===== config.mk =====
export PLATFORM = sky130hd
export DESIGN_NAME = demand_paging_lru_core
export DESIGN_NICKNAME = d
export VERILOG_FILES = /design/src/design/dpl_pkg.sv /design/src/design/demand_paging_lru_core.sv /design/src/design/dpl_cell.sv
export SDC_FILE = /design/constraint.sdc
export NUM_CORES = 1
export LEC_CHECK = 0
export BUFFER_PORTS_ARGS = -buffer_cell sky130_fd_sc_hd__buf_2
export CAP_MARGIN = 0
export CORE_MARGIN = 1.5
export CORE_UTILIZATION = 40
export CTS_BUF_LIST = sky130_fd_sc_hd__clkbuf_4
export DETAILED_ROUTE_END_ITERATION = 8
export GPL_TIMING_DRIVEN = 1
export SYNTH_ARGS = -nofsm -noshare
export SYNTH_HDL_FRONTEND = slang
export SYNTH_SLANG_ARGS = --single-unit
export TNS_END_PERCENT = 50

===== constraint.sdc =====
create_clock -name clock -period 8.7 [get_ports clock]
set_clock_uncertainty 0.05 [all_clocks]
set_input_delay 1.74 -clock clock [delete_from_list [all_inputs] [get_ports clock]]
set_output_delay 1.74 -clock clock [all_outputs]
set_load 0.05 [all_outputs]

===== src/design/dpl_pkg.sv =====
// Shared constants for the demand paging core with LRU frame replacement.
// No dependencies; imported by dpl_cell, demand_paging_lru_core and the testbench.
package dpl_pkg;

   localparam int PAGE_W          = 3;
   localparam int FRAME_W         = 2;
   localparam int CFG_W           = 3;
   localparam int REQ_DATA_W      = 8;
   localparam int RSP_DATA_W      = 8;
   localparam int NUM_PAGES_DEF   = 8;
   localparam int NUM_FRAMES_DEF  = 4;
   localparam logic [CFG_W-1:0] FRAMES_RESET = 3'd4;

endpackage


===== src/design/demand_paging_lru_core.sv =====
// Demand paging core: resident-page lookup with LRU frame replacement.
// Built from a chain of dpl_cell frame cells; uses dpl_pkg.
//
// Usage:
//   req_ channel: one page read request per transfer, page number in tdata.
//   rsp_ channel: one result per request, in request order, from an output
//     register, so the next request is taken while a result still waits.
//   csr_ port: frames_in_use, written only while the core is idle (not enforced by the core).
// Steps per request, from accept to result valid:
//   hit or page out of range: accept, match, result load.
//   miss: accept, match, scan, result load; the free/victim scan token walks the
//   cell chain one frame per cycle.
//   A new request is taken in the cycle after the result is loaded.
// Reset: every frame free, no page resident, frames_in_use back to 4.
// Stall: while rsp_tready is low the result holds; a finished next request
//   waits in its final state until the output register frees up.
module demand_paging_lru_core #(
   parameter int NUM_PAGES  = dpl_pkg::NUM_PAGES_DEF,
   parameter int NUM_FRAMES = dpl_pkg::NUM_FRAMES_DEF
) (
   input  logic                             clock,
   input  logic                             reset,
   input  logic                             req_tvalid,
   output logic                             req_tready,
   // [2:0] page_number, [7:3] zero
   input  logic [dpl_pkg::REQ_DATA_W-1:0]   req_tdata,
   output logic                             rsp_tvalid,
   input  logic                             rsp_tready,
   // [1:0] frame_number, [2] page_fault, [3] evicted, [6:4] evicted_page, [7] zero
   output logic [dpl_pkg::RSP_DATA_W-1:0]   rsp_tdata,
   input  logic                             csr_wr_en,
   input  logic [dpl_pkg::CFG_W-1:0]        csr_wr_data
);
   import dpl_pkg::*;

   localparam int FI_W  = (NUM_FRAMES > 1) ? $clog2(NUM_FRAMES) : 1;
   localparam int CNT_W = $clog2(NUM_FRAMES + 1);
   localparam int TOK_W  = 3 * FI_W + 3;
   localparam int CMD_W  = FI_W + CNT_W + 2;
   localparam int STAT_W = FI_W + PAGE_W + 2;

   typedef struct packed {
      logic            vld;
      logic            free_found;
      logic [FI_W-1:0] free_idx;
      logic            have;
      logic [FI_W-1:0] best_rank;
      logic [FI_W-1:0] best_idx;
   } tok_type;

   typedef struct packed {
      logic             touch;
      logic             load;
      logic [FI_W-1:0]  frame;
      logic [CNT_W-1:0] old;
   } cmd_type;

   typedef struct packed {
      logic              used;
      logic              hit;
      logic [PAGE_W-1:0] owner;
      logic [FI_W-1:0]   rank;
   } stat_type;

   typedef enum logic [3:0] {
      S_IDLE  = 4'b0001,
      S_MATCH = 4'b0010,
      S_SCAN  = 4'b0100,
      S_DONE  = 4'b1000
   } state_type;

   state_type         state_ff, state_in;
   logic [CFG_W-1:0]  frames_ff;
   logic [CNT_W-1:0]  limit;
   logic [PAGE_W-1:0] page_ff;
   logic [FI_W-1:0]   f_ff, f_in;
   logic              fault_ff, fault_in, ev_ff, ev_in, skip_ff, skip_in;
   logic              rsp_valid_ff;
   logic [RSP_DATA_W-1:0] rsp_data_ff;
   logic              out_free, oor;

   tok_type           tok_w [NUM_FRAMES+1];
   stat_type          stat_w [NUM_FRAMES];
   cmd_type           cmd;
   tok_type           tok_last;

   logic [NUM_FRAMES-1:0] hit_vec;
   logic              hit_any, used_f;
   logic [FI_W-1:0]   hit_idx, rank_f;
   logic [PAGE_W-1:0] owner_f;

   always_comb begin
      if (frames_ff == '0) begin
         limit = CNT_W'(1);
      end else if (int'(frames_ff) > NUM_FRAMES) begin
         limit = CNT_W'(NUM_FRAMES);
      end else begin
         limit = CNT_W'(frames_ff);
      end
   end

   always_ff @(posedge clock) begin
      if (reset) begin
         frames_ff <= FRAMES_RESET;
      end else if (csr_wr_en) begin
         frames_ff <= csr_wr_data;
      end
   end

   assign oor = int'(page_ff) >= NUM_PAGES;

   always_comb begin
      hit_any = 1'b0;
      hit_idx = '0;
      used_f  = 1'b0;
      rank_f  = '0;
      owner_f = '0;
      for (int i = 0; i < NUM_FRAMES; i++) begin
         hit_vec[i] = stat_w[i].hit;
         if (stat_w[i].hit) begin
            hit_any = 1'b1;
            hit_idx = hit_idx | FI_W'(i);
         end
         if (f_ff == FI_W'(i)) begin
            used_f  = used_f | stat_w[i].used;
            rank_f  = rank_f | stat_w[i].rank;
            owner_f = owner_f | stat_w[i].owner;
         end
      end
   end

   assign tok_last = tok_w[NUM_FRAMES];
   assign out_free = !rsp_valid_ff || rsp_tready;
   assign req_tready = state_ff == S_IDLE;

   always_comb begin
      tok_w[0]     = '0;
      tok_w[0].vld = (state_ff == S_MATCH) && !oor && !hit_any;
   end

   always_comb begin
      state_in = state_ff;
      f_in     = f_ff;
      fault_in = fault_ff;
      ev_in    = ev_ff;
      skip_in  = skip_ff;
      cmd      = '0;
      case (state_ff)
         S_IDLE: begin
            if (req_tvalid) begin
               state_in = S_MATCH;
            end
         end
         S_MATCH: begin
            fault_in = 1'b0;
            ev_in    = 1'b0;
            skip_in  = oor;
            f_in     = (oor || !hit_any) ? '0 : hit_idx;
            state_in = (oor || hit_any) ? S_DONE : S_SCAN;
         end
         S_SCAN: begin
            if (tok_last.vld) begin
               fault_in = 1'b1;
               ev_in    = !tok_last.free_found;
               f_in     = tok_last.free_found ? tok_last.free_idx : tok_last.best_idx;
               state_in = S_DONE;
            end
         end
         S_DONE: begin
            if (out_free) begin
               cmd.touch = !skip_ff;
               cmd.load  = fault_ff;
               cmd.frame = f_ff;
               cmd.old   = used_f ? CNT_W'(rank_f) : CNT_W'(NUM_FRAMES);
               state_in  = S_IDLE;
            end
         end
         default: begin
            state_in = S_IDLE;
         end
      endcase
   end

   always_ff @(posedge clock) begin
      if (reset) begin
         state_ff <= S_IDLE;
      end else begin
         state_ff <= state_in;
      end
   end

   always_ff @(posedge clock) begin
      if (req_tvalid && req_tready) begin
         page_ff <= req_tdata[PAGE_W-1:0];
      end
      f_ff     <= f_in;
      fault_ff <= fault_in;
      ev_ff    <= ev_in;
      skip_ff  <= skip_in;
   end

   always_ff @(posedge clock) begin
      if (reset) begin
         rsp_valid_ff <= 1'b0;
      end else if (state_ff == S_DONE && out_free) begin
         rsp_valid_ff <= 1'b1;
      end else if (rsp_tready) begin
         rsp_valid_ff <= 1'b0;
      end
   end

   always_ff @(posedge clock) begin
      if (state_ff == S_DONE && out_free) begin
         rsp_data_ff <= {1'b0, (ev_ff ? owner_f : {PAGE_W{1'b0}}), ev_ff, fault_ff,
                         FRAME_W'(f_ff)};
      end
   end

   assign rsp_tvalid = rsp_valid_ff;
   assign rsp_tdata  = rsp_data_ff;

   for (genvar g = 0; g < NUM_FRAMES; g++) begin : g_cell
      logic [TOK_W-1:0]  tok_out;
      logic [STAT_W-1:0] stat_out;

      dpl_cell #(
         .NUM_FRAMES (NUM_FRAMES),
         .IDX        (g)
      ) u_cell (
         .clock  (clock),
         .reset  (reset),
         .limit  (limit),
         .page_i (page_ff),
         .tok_i  (TOK_W'(tok_w[g])),
         .tok_o  (tok_out),
         .cmd_i  (CMD_W'(cmd)),
         .stat_o (stat_out)
      );

      assign tok_w[g+1] = tok_type'(tok_out);
      assign stat_w[g]  = stat_type'(stat_out);
   end

`ifndef ASSERT_OFF
   a_hit_unique: assert property (@(posedge clock) disable iff (reset)
      $onehot0(hit_vec))
      else $error("page resident in more than one frame");

   a_free_unused: assert property (@(posedge clock) disable iff (reset)
      (state_ff == S_DONE && fault_ff && !ev_ff) |-> !used_f)
      else $error("free frame pick landed on a used frame");

   a_victim_used: assert property (@(posedge clock) disable iff (reset)
      (state_ff == S_DONE && ev_ff) |-> (used_f && fault_ff))
      else $error("eviction of an unused frame");
`endif

endmodule


===== src/design/dpl_cell.sv =====
// One frame cell of the LRU chain: used flag, owner page and recency rank.
// Passes the free/victim scan token to its neighbor each cycle. Uses dpl_pkg.
module dpl_cell #(
   parameter int NUM_FRAMES = dpl_pkg::NUM_FRAMES_DEF,
   parameter int IDX        = 0
) (
   input  logic                                  clock,
   input  logic                                  reset,
   input  logic [$clog2(NUM_FRAMES+1)-1:0]       limit,
   input  logic [dpl_pkg::PAGE_W-1:0]            page_i,
   input  logic [3*((NUM_FRAMES > 1) ? $clog2(NUM_FRAMES) : 1)+2:0] tok_i,
   output logic [3*((NUM_FRAMES > 1) ? $clog2(NUM_FRAMES) : 1)+2:0] tok_o,
   input  logic [((NUM_FRAMES > 1) ? $clog2(NUM_FRAMES) : 1)+$clog2(NUM_FRAMES+1)+1:0] cmd_i,
   output logic [((NUM_FRAMES > 1) ? $clog2(NUM_FRAMES) : 1)+dpl_pkg::PAGE_W+1:0] stat_o
);
   import dpl_pkg::*;

   localparam int FI_W  = (NUM_FRAMES > 1) ? $clog2(NUM_FRAMES) : 1;
   localparam int CNT_W = $clog2(NUM_FRAMES + 1);
   localparam logic [FI_W-1:0]  MY_F   = FI_W'(IDX);
   localparam logic [CNT_W-1:0] MY_CNT = CNT_W'(IDX);
   localparam logic [FI_W-1:0]  TOP_RANK = FI_W'(NUM_FRAMES - 1);

   typedef struct packed {
      logic            vld;
      logic            free_found;
      logic [FI_W-1:0] free_idx;
      logic            have;
      logic [FI_W-1:0] best_rank;
      logic [FI_W-1:0] best_idx;
   } tok_type;

   typedef struct packed {
      logic             touch;
      logic             load;
      logic [FI_W-1:0]  frame;
      logic [CNT_W-1:0] old;
   } cmd_type;

   typedef struct packed {
      logic              used;
      logic              hit;
      logic [PAGE_W-1:0] owner;
      logic [FI_W-1:0]   rank;
   } stat_type;

   tok_type           tok_in, tok_ff, tok_cur;
   cmd_type           cmd;
   stat_type          stat;
   logic              used_ff;
   logic [PAGE_W-1:0] owner_ff;
   logic [FI_W-1:0]   rank_ff;
   logic              in_limit, is_me;

   assign tok_cur  = tok_type'(tok_i);
   assign cmd      = cmd_type'(cmd_i);
   assign in_limit = MY_CNT < limit;
   assign is_me    = cmd.frame == MY_F;

   always_comb begin
      tok_in = tok_cur;
      if (!tok_cur.free_found && !used_ff && in_limit) begin
         tok_in.free_found = 1'b1;
         tok_in.free_idx   = MY_F;
      end
      if (used_ff && in_limit && (!tok_cur.have || rank_ff > tok_cur.best_rank)) begin
         tok_in.have      = 1'b1;
         tok_in.best_rank = rank_ff;
         tok_in.best_idx  = MY_F;
      end
   end

   always_ff @(posedge clock) begin
      if (reset) begin
         tok_ff.vld <= 1'b0;
      end else begin
         tok_ff <= tok_in;
      end
   end

   always_ff @(posedge clock) begin
      if (reset) begin
         used_ff <= 1'b0;
         rank_ff <= '0;
      end else if (cmd.touch) begin
         if (is_me) begin
            used_ff <= 1'b1;
            rank_ff <= '0;
         end else if (used_ff && (CNT_W'(rank_ff) < cmd.old) && (rank_ff < TOP_RANK)) begin
            rank_ff <= rank_ff + 1'b1;
         end
      end
   end

   always_ff @(posedge clock) begin
      if (cmd.touch && cmd.load && is_me) begin
         owner_ff <= page_i;
      end
   end

   always_comb begin
      stat.used  = used_ff;
      stat.hit   = used_ff && (owner_ff == page_i);
      stat.owner = owner_ff;
      stat.rank  = rank_ff;
   end

   assign tok_o  = tok_ff;
   assign stat_o = stat;

endmodule


; Yosys cells after proc, flatten, opt, wreduce, memory -nomap -nowiden
; Cells that the tools add are included.
[totals]
reg_bits = 79
input_bits = 16
out_inout_bits = 10
word_cells = 210
[classes]
addsub = 4
order_cmp = 16
eq_ne = 17
muxes = 51
bitwise = 9
reduce_logical = 70
[op_table]
columns = cell, n
row1 = $logic_and 1x1->1, 34
row2 = $mux 2, 17
row3 = $mux 3, 8
row4 = $mux 4, 6
row5 = $reduce_and 2->1, 9
row6 = $pmux 4 s4, 1
row7 = $mux 7, 2
row8 = $logic_not 1->1, 13
row9 = $mux 1, 13
row10 = $eq 3x3->1, 4
row11 = $lt 2x3->1, 4
row12 = $reduce_bool 2->1, 6
row13 = $or 3x3->3, 3
row14 = $add 2x1->2 const B, 4
row15 = $eq 2x2->1 const B, 4
row16 = $lt 2x2->1 const B, 4
row17 = $gt 2x2->1, 3
row18 = $lt 1x3->1 const A, 2
row19 = $lt 2x3->1 const A, 2
row20 = $or 2x2->2, 3
row21 = $mux 5, 1
row22 = $eq 2x1->1 const B, 2
row23 = $eq 4x1->1 const B, 1
row24 = $eq 4x2->1 const B, 1
row25 = other kinds (12), 20

; Longest topological paths before layout
[logic_depth]
depth_word = 16
depth_mapped = 10
mapped_depth_nobuf = 9

; Cells and area by module
; A second synthesis with hierarchy kept.
[unflattened]
hier_cells = 340
hier_area_um2 = 4195.3
[modules_own_cells]
columns = module, n_inst, cells_each, area_per_inst_um2, seq_area_each_um2
row1 = demand_paging_lru_core, 1, 92, 1166.1, 580.6
row2 = dpl_cell (g_cell[1].u_cell), 1, 64, 760.7, 410.4
row3 = dpl_cell (g_cell[2].u_cell), 1, 63, 760.7, 410.4
row4 = dpl_cell (g_cell[0].u_cell), 1, 60, 757.0, 410.4
row5 = dpl_cell (g_cell[3].u_cell), 1, 61, 750.7, 410.4

; Worst setup path before layout
; OpenSTA, ideal clock, no wires.
[synth_timing]
kind = register -> output
start = register state_ff[0]
end = output port req_tready
t_arrival_ns = 2.235
required_ns = 6.910
slack_ns = 4.675
path_stages_with_launch = 2
path_buffers = 0
path_cell_list = dfxtp_1 > nor4b_1
[synth_between]
elab_chain_cells = 1
[synth_rtl]
columns = item, line_no
row1 = start: declaration, demand_paging_lru_core.sv:72  ; state_type state_ff, state_in;
row2 = start signal: assignment, demand_paging_lru_core.sv:188  ; state_ff <= state_in;
row3 = $eq 4x1->1, demand_paging_lru_core.sv:134  ; assign req_tready = state_ff == S_IDLE;
row4 = end: declaration, demand_paging_lru_core.sv:24  ; output logic req_tready,
; No other way between the ends.

; Final worst setup path
[layout_timing]
start = input port rsp_tready
end = register g_cell[3].u_cell.rank_ff[0]
[layout_between]
elab_chain_cells = 8
word_cells_on_any_way = 10
classes_between = 1 x order compare / 1 x eq/ne / 3 x mux / 5 x reduce/logical
[layout_rtl]
columns = item, line_no
row1 = start: declaration, demand_paging_lru_core.sv:28  ; input logic rsp_tready,
row2 = $logic_or 1x1->1 (*), demand_paging_lru_core.sv:133  ; assign out_free = !rsp_valid_ff || rsp_tready;
row3 = $mux 7 (*), demand_paging_lru_core.sv:170  ; if (out_free) begin
row4 = $mux 7 (*), demand_paging_lru_core.sv:148  ; case (state_ff)
row5 = $lt 2x3->1, dpl_cell.sv:89  ; end else if (used_ff && (CNT_W'(rank_ff) < cmd.old) && (rank_ff < TOP_RANK)) begin
row6 = $logic_and 1x1->1 (2 in series), dpl_cell.sv:89
row7 = $reduce_bool 2->1 (no source line), --
row8 = $reduce_and 2->1 (no source line), --
row9 = end signal: assignment, dpl_cell.sv:90  ; rank_ff <= rank_ff + 1'b1;
row10 = end: declaration, dpl_cell.sv:52  ; logic [FI_W-1:0] rank_ff;
; Mark *: on every way between the ends. The rest lies on a longest branch, timed or not.
; A chain may end at the register's enable or synchronous reset.

==> out/metrics.cfg <==
[clocking]
cts_tree = yes
clkSinkCount = 73
cts_buffers = 9
cts_htree_levels = 3
clk_latency_ns = 0.42
clockBufferDepth = 2
post-cts-setup-buffers = 0
clkTransAtPathRegs_ns = 0.12
cts_root_buffer = clkbuf_4
ctsResizeCount = 0
cts_hold_buf = 0

[route]
drt-wirelength-per-cell_um = 15.9
viasPerCell = 5.37
drt_iter0_markers = 113
wl_um = 6900
drtPass1Iterations = 4
vias = 2331
detail-route-antenna-nets = 0
drc = 0

[floorplan]
row_count = 34
start_util = 0.411
die_y_um = 97.2
die-area_um2 = 9440
die_x_um = 97.2
core_area_um2 = 8640
io_pins = 26

[timing]
rsz0062_at_grt = no
hold_violations = 0
slew_violations = 0
tightest_slew_ns = 1.08
min_period_over_period = 0.486
slew_headroom = 0.276
period_minus_slack_ns = 4.23
setup_viol = 0
fmaxAchievable_mhz = 237
holdWs_ns = 0.403
fin_setup_tns_ns = 0

[critical_path]
r2r_cells = 9
reg2reg_from = state_ff[2]$_SDFFE_PP0P_
cp-end-kind = flip-flop
worstSetupStartpointType = input pin
crit-reg2reg-capture = g_cell[3].u_cell.rank_ff[0]$_SDFFE_PP0P_
critPathArrivalTime_ns = 4.51
critPathKind = input pin to flip-flop
crit_required_ns = 8.99
critPathMaxFanout = 14
timing.reg2reg.setup_slack_ns = 5.34

[min_path]
min_to = g_cell[2].u_cell.tok_o[8]$_SDFF_PP0_
hold_class = flip-flop to flip-flop
min-delay-start = g_cell[1].u_cell.tok_o[8]$_SDFF_PP0_
holdPathStages = 1

[synthesis]
ys_ff_latch = 73
yosysWarnings = 0
synth.area.top_cells = edfxtp_1 (41%), dfxtp_1 (14%), ha_1 (4.9%)
synth_edf_count = 49
ys_async_sr_fraction = 0
yosysTopAreaCell = edfxtp_1
synth_nets = 331
yosysMostFrequentCell = edfxtp_1
ys.flop_type = edfxtp_1
yosysSeqAreaShare = 0.550
synth_top_area_share = 0.415
syn_area_um2 = 3550
synthTopCellsByCount = edfxtp_1 (49), nand2_1 (25), dfxtp_1 (24)
syn-instance-count = 301
synth.avg_cell_area_um2 = 11.8
synth.distinct_cells = 53

[cells_and_area]
syn2layout_area_growth_pct = 9.07
fin_util = 0.448
final_nets = 351
num_antenna_cells = 0
fill_cells = 808
layoutNonFillerInstCount = 434
drive_above_1_share = 0.181

[pwr]
intPower_uw = 486
p_switching_uw = 147
swShare = 0.233
p_clk_frac = 0.337
p_seq_frac = 0.611
power_frac_comb = 0.052
powerDensity_nw_per_um2 = 164
peakVddDrop_v = 0.0000792
power.leakage_nw = 1.37

[placement]
placed_cells = 418
place_congestion = 0.823
portBuffers = 19
hpwl_um = 4860

[global_routing]
grt_pass1_wl_um = 11600
antenna_found_initial = 0
grt-ovfl-total = 0
grt_max_degree = 32
grt_pass1_vias = 2316
track_usage = 0.157

[run_status]
outcome = complete, no violations

[flow_run]
max_cap_viol_count = 0

-- metal layers --
metal,GRT usage,routed length (µm)
met5,0,0
met4,0.0814,167
met3,0.0388,313
met2,0.243,3100
met1,0.205,3310
-- cell usage in the layout (no fill, tap or decap), types with 3 or more instances in the layout --
cell	count
buf_2	19
inv_1	10
nor2_1	13
and3_1	3
a31oi_1	4
dfxtp_1	24
edfxtp_1	49
or2_2	5
mux2i_1	13
o21ai_0	12
nand2_1	25
nand4_1	5
nand3_1	11
and2_1	5
mux2_2	6
nand2b_1	8
mux4_2	3
nor3_1	5
o22ai_1	5
a21oi_1	9
ha_1	14
xnor2_1	12
o21bai_1	5
nor2b_1	13
clkbuf_4	11
-- critical path, stage by stage --
cell,delay [ns]
buf_2,0.10
nand2b_1,0.26
nand2_2,0.23
clkinv_1,0.45
o211ai_1,0.42
ha_1,0.33
o21ai_0,0.16
o22ai_1,0.13
a2111oi_2,0.44
mux2i_1,0.24
-- cells by family (layout without fill, tap and decap cells) --
kind of cell    count (synthesis)  after routing  share of synthesized area
fa+ha+maj                      14             14                     0.0494
flops                          73             73                      0.550
mux                            22             22                     0.0748
other cells                     1              1                    0.00106
buf+inv                        24             49                     0.0293
compound gates                 48             48                     0.0960
xor+xnor                       12             12                     0.0296
simple gates                  107            107                      0.169
-- flip-flops by register name, indices dropped and copies added (netlist names) --
register / flops
rsp_tdata: 7
state_ff: 4
f_ff: 2
fault_ff: 1
page_ff: 3
g_cell.u_cell.used_ff: 4
g_cell.u_cell.rank_ff: 8
frames_ff: 3
g_cell.u_cell.owner_ff: 12
rsp_tvalid: 1
ev_ff: 1
g_cell.u_cell.tok_o: 27
-- power groups by stage --
stage	Clock [mW]	Combinational, mW	Sequential, mW
after floorplan	0	0.0285	0.390
after global placement	0	0.0329	0.395
after detailed placement	0	0.0336	0.395
after CTS	0.220	0.0338	0.387
after global routing	0.237	0.0367	0.389
final	0.213	0.0332	0.387
-- area by class of cell --
cell class                 instances  area, µm²  area share
multi-input combinational        204       1490       0.385
timing repair buffer              20        103      0.0265
tap                              108        135      0.0349
sequential                        73       1950       0.505
inverter                          13       48.8      0.0126
clock buffer                      11       82.6      0.0214
clock inverter                     5       56.3      0.0146
-- worst max-delay path by stage --
stage	start	endpoint
floorplan	state_ff[0]$_SDFFE_PP1P_	req_tready
global placement	rsp_tready	g_cell[3].u_cell.rank_ff[1]$_SDFFE_PP0P_
detailed placement	rsp_tready	g_cell[3].u_cell.rank_ff[0]$_SDFFE_PP0P_
CTS	rsp_tready	g_cell[3].u_cell.rank_ff[0]$_SDFFE_PP0P_
global route	rsp_tready	g_cell[3].u_cell.rank_ff[0]$_SDFFE_PP0P_
finish	rsp_tready	g_cell[3].u_cell.rank_ff[0]$_SDFFE_PP0P_
-- metrics by stage --
step	setup slack [ns]	cell area [µm²]	power [mW]
final	4.47	3870	0.633
after global placement	4.11	3730	0.428
after global routing	4.26	3870	0.662
after CTS	4.45	3870	0.641
after detailed placement	4.01	3730	0.429
after floorplan	4.67	3550	0.418
Note: power is estimated with default switching activity, not from simulation.
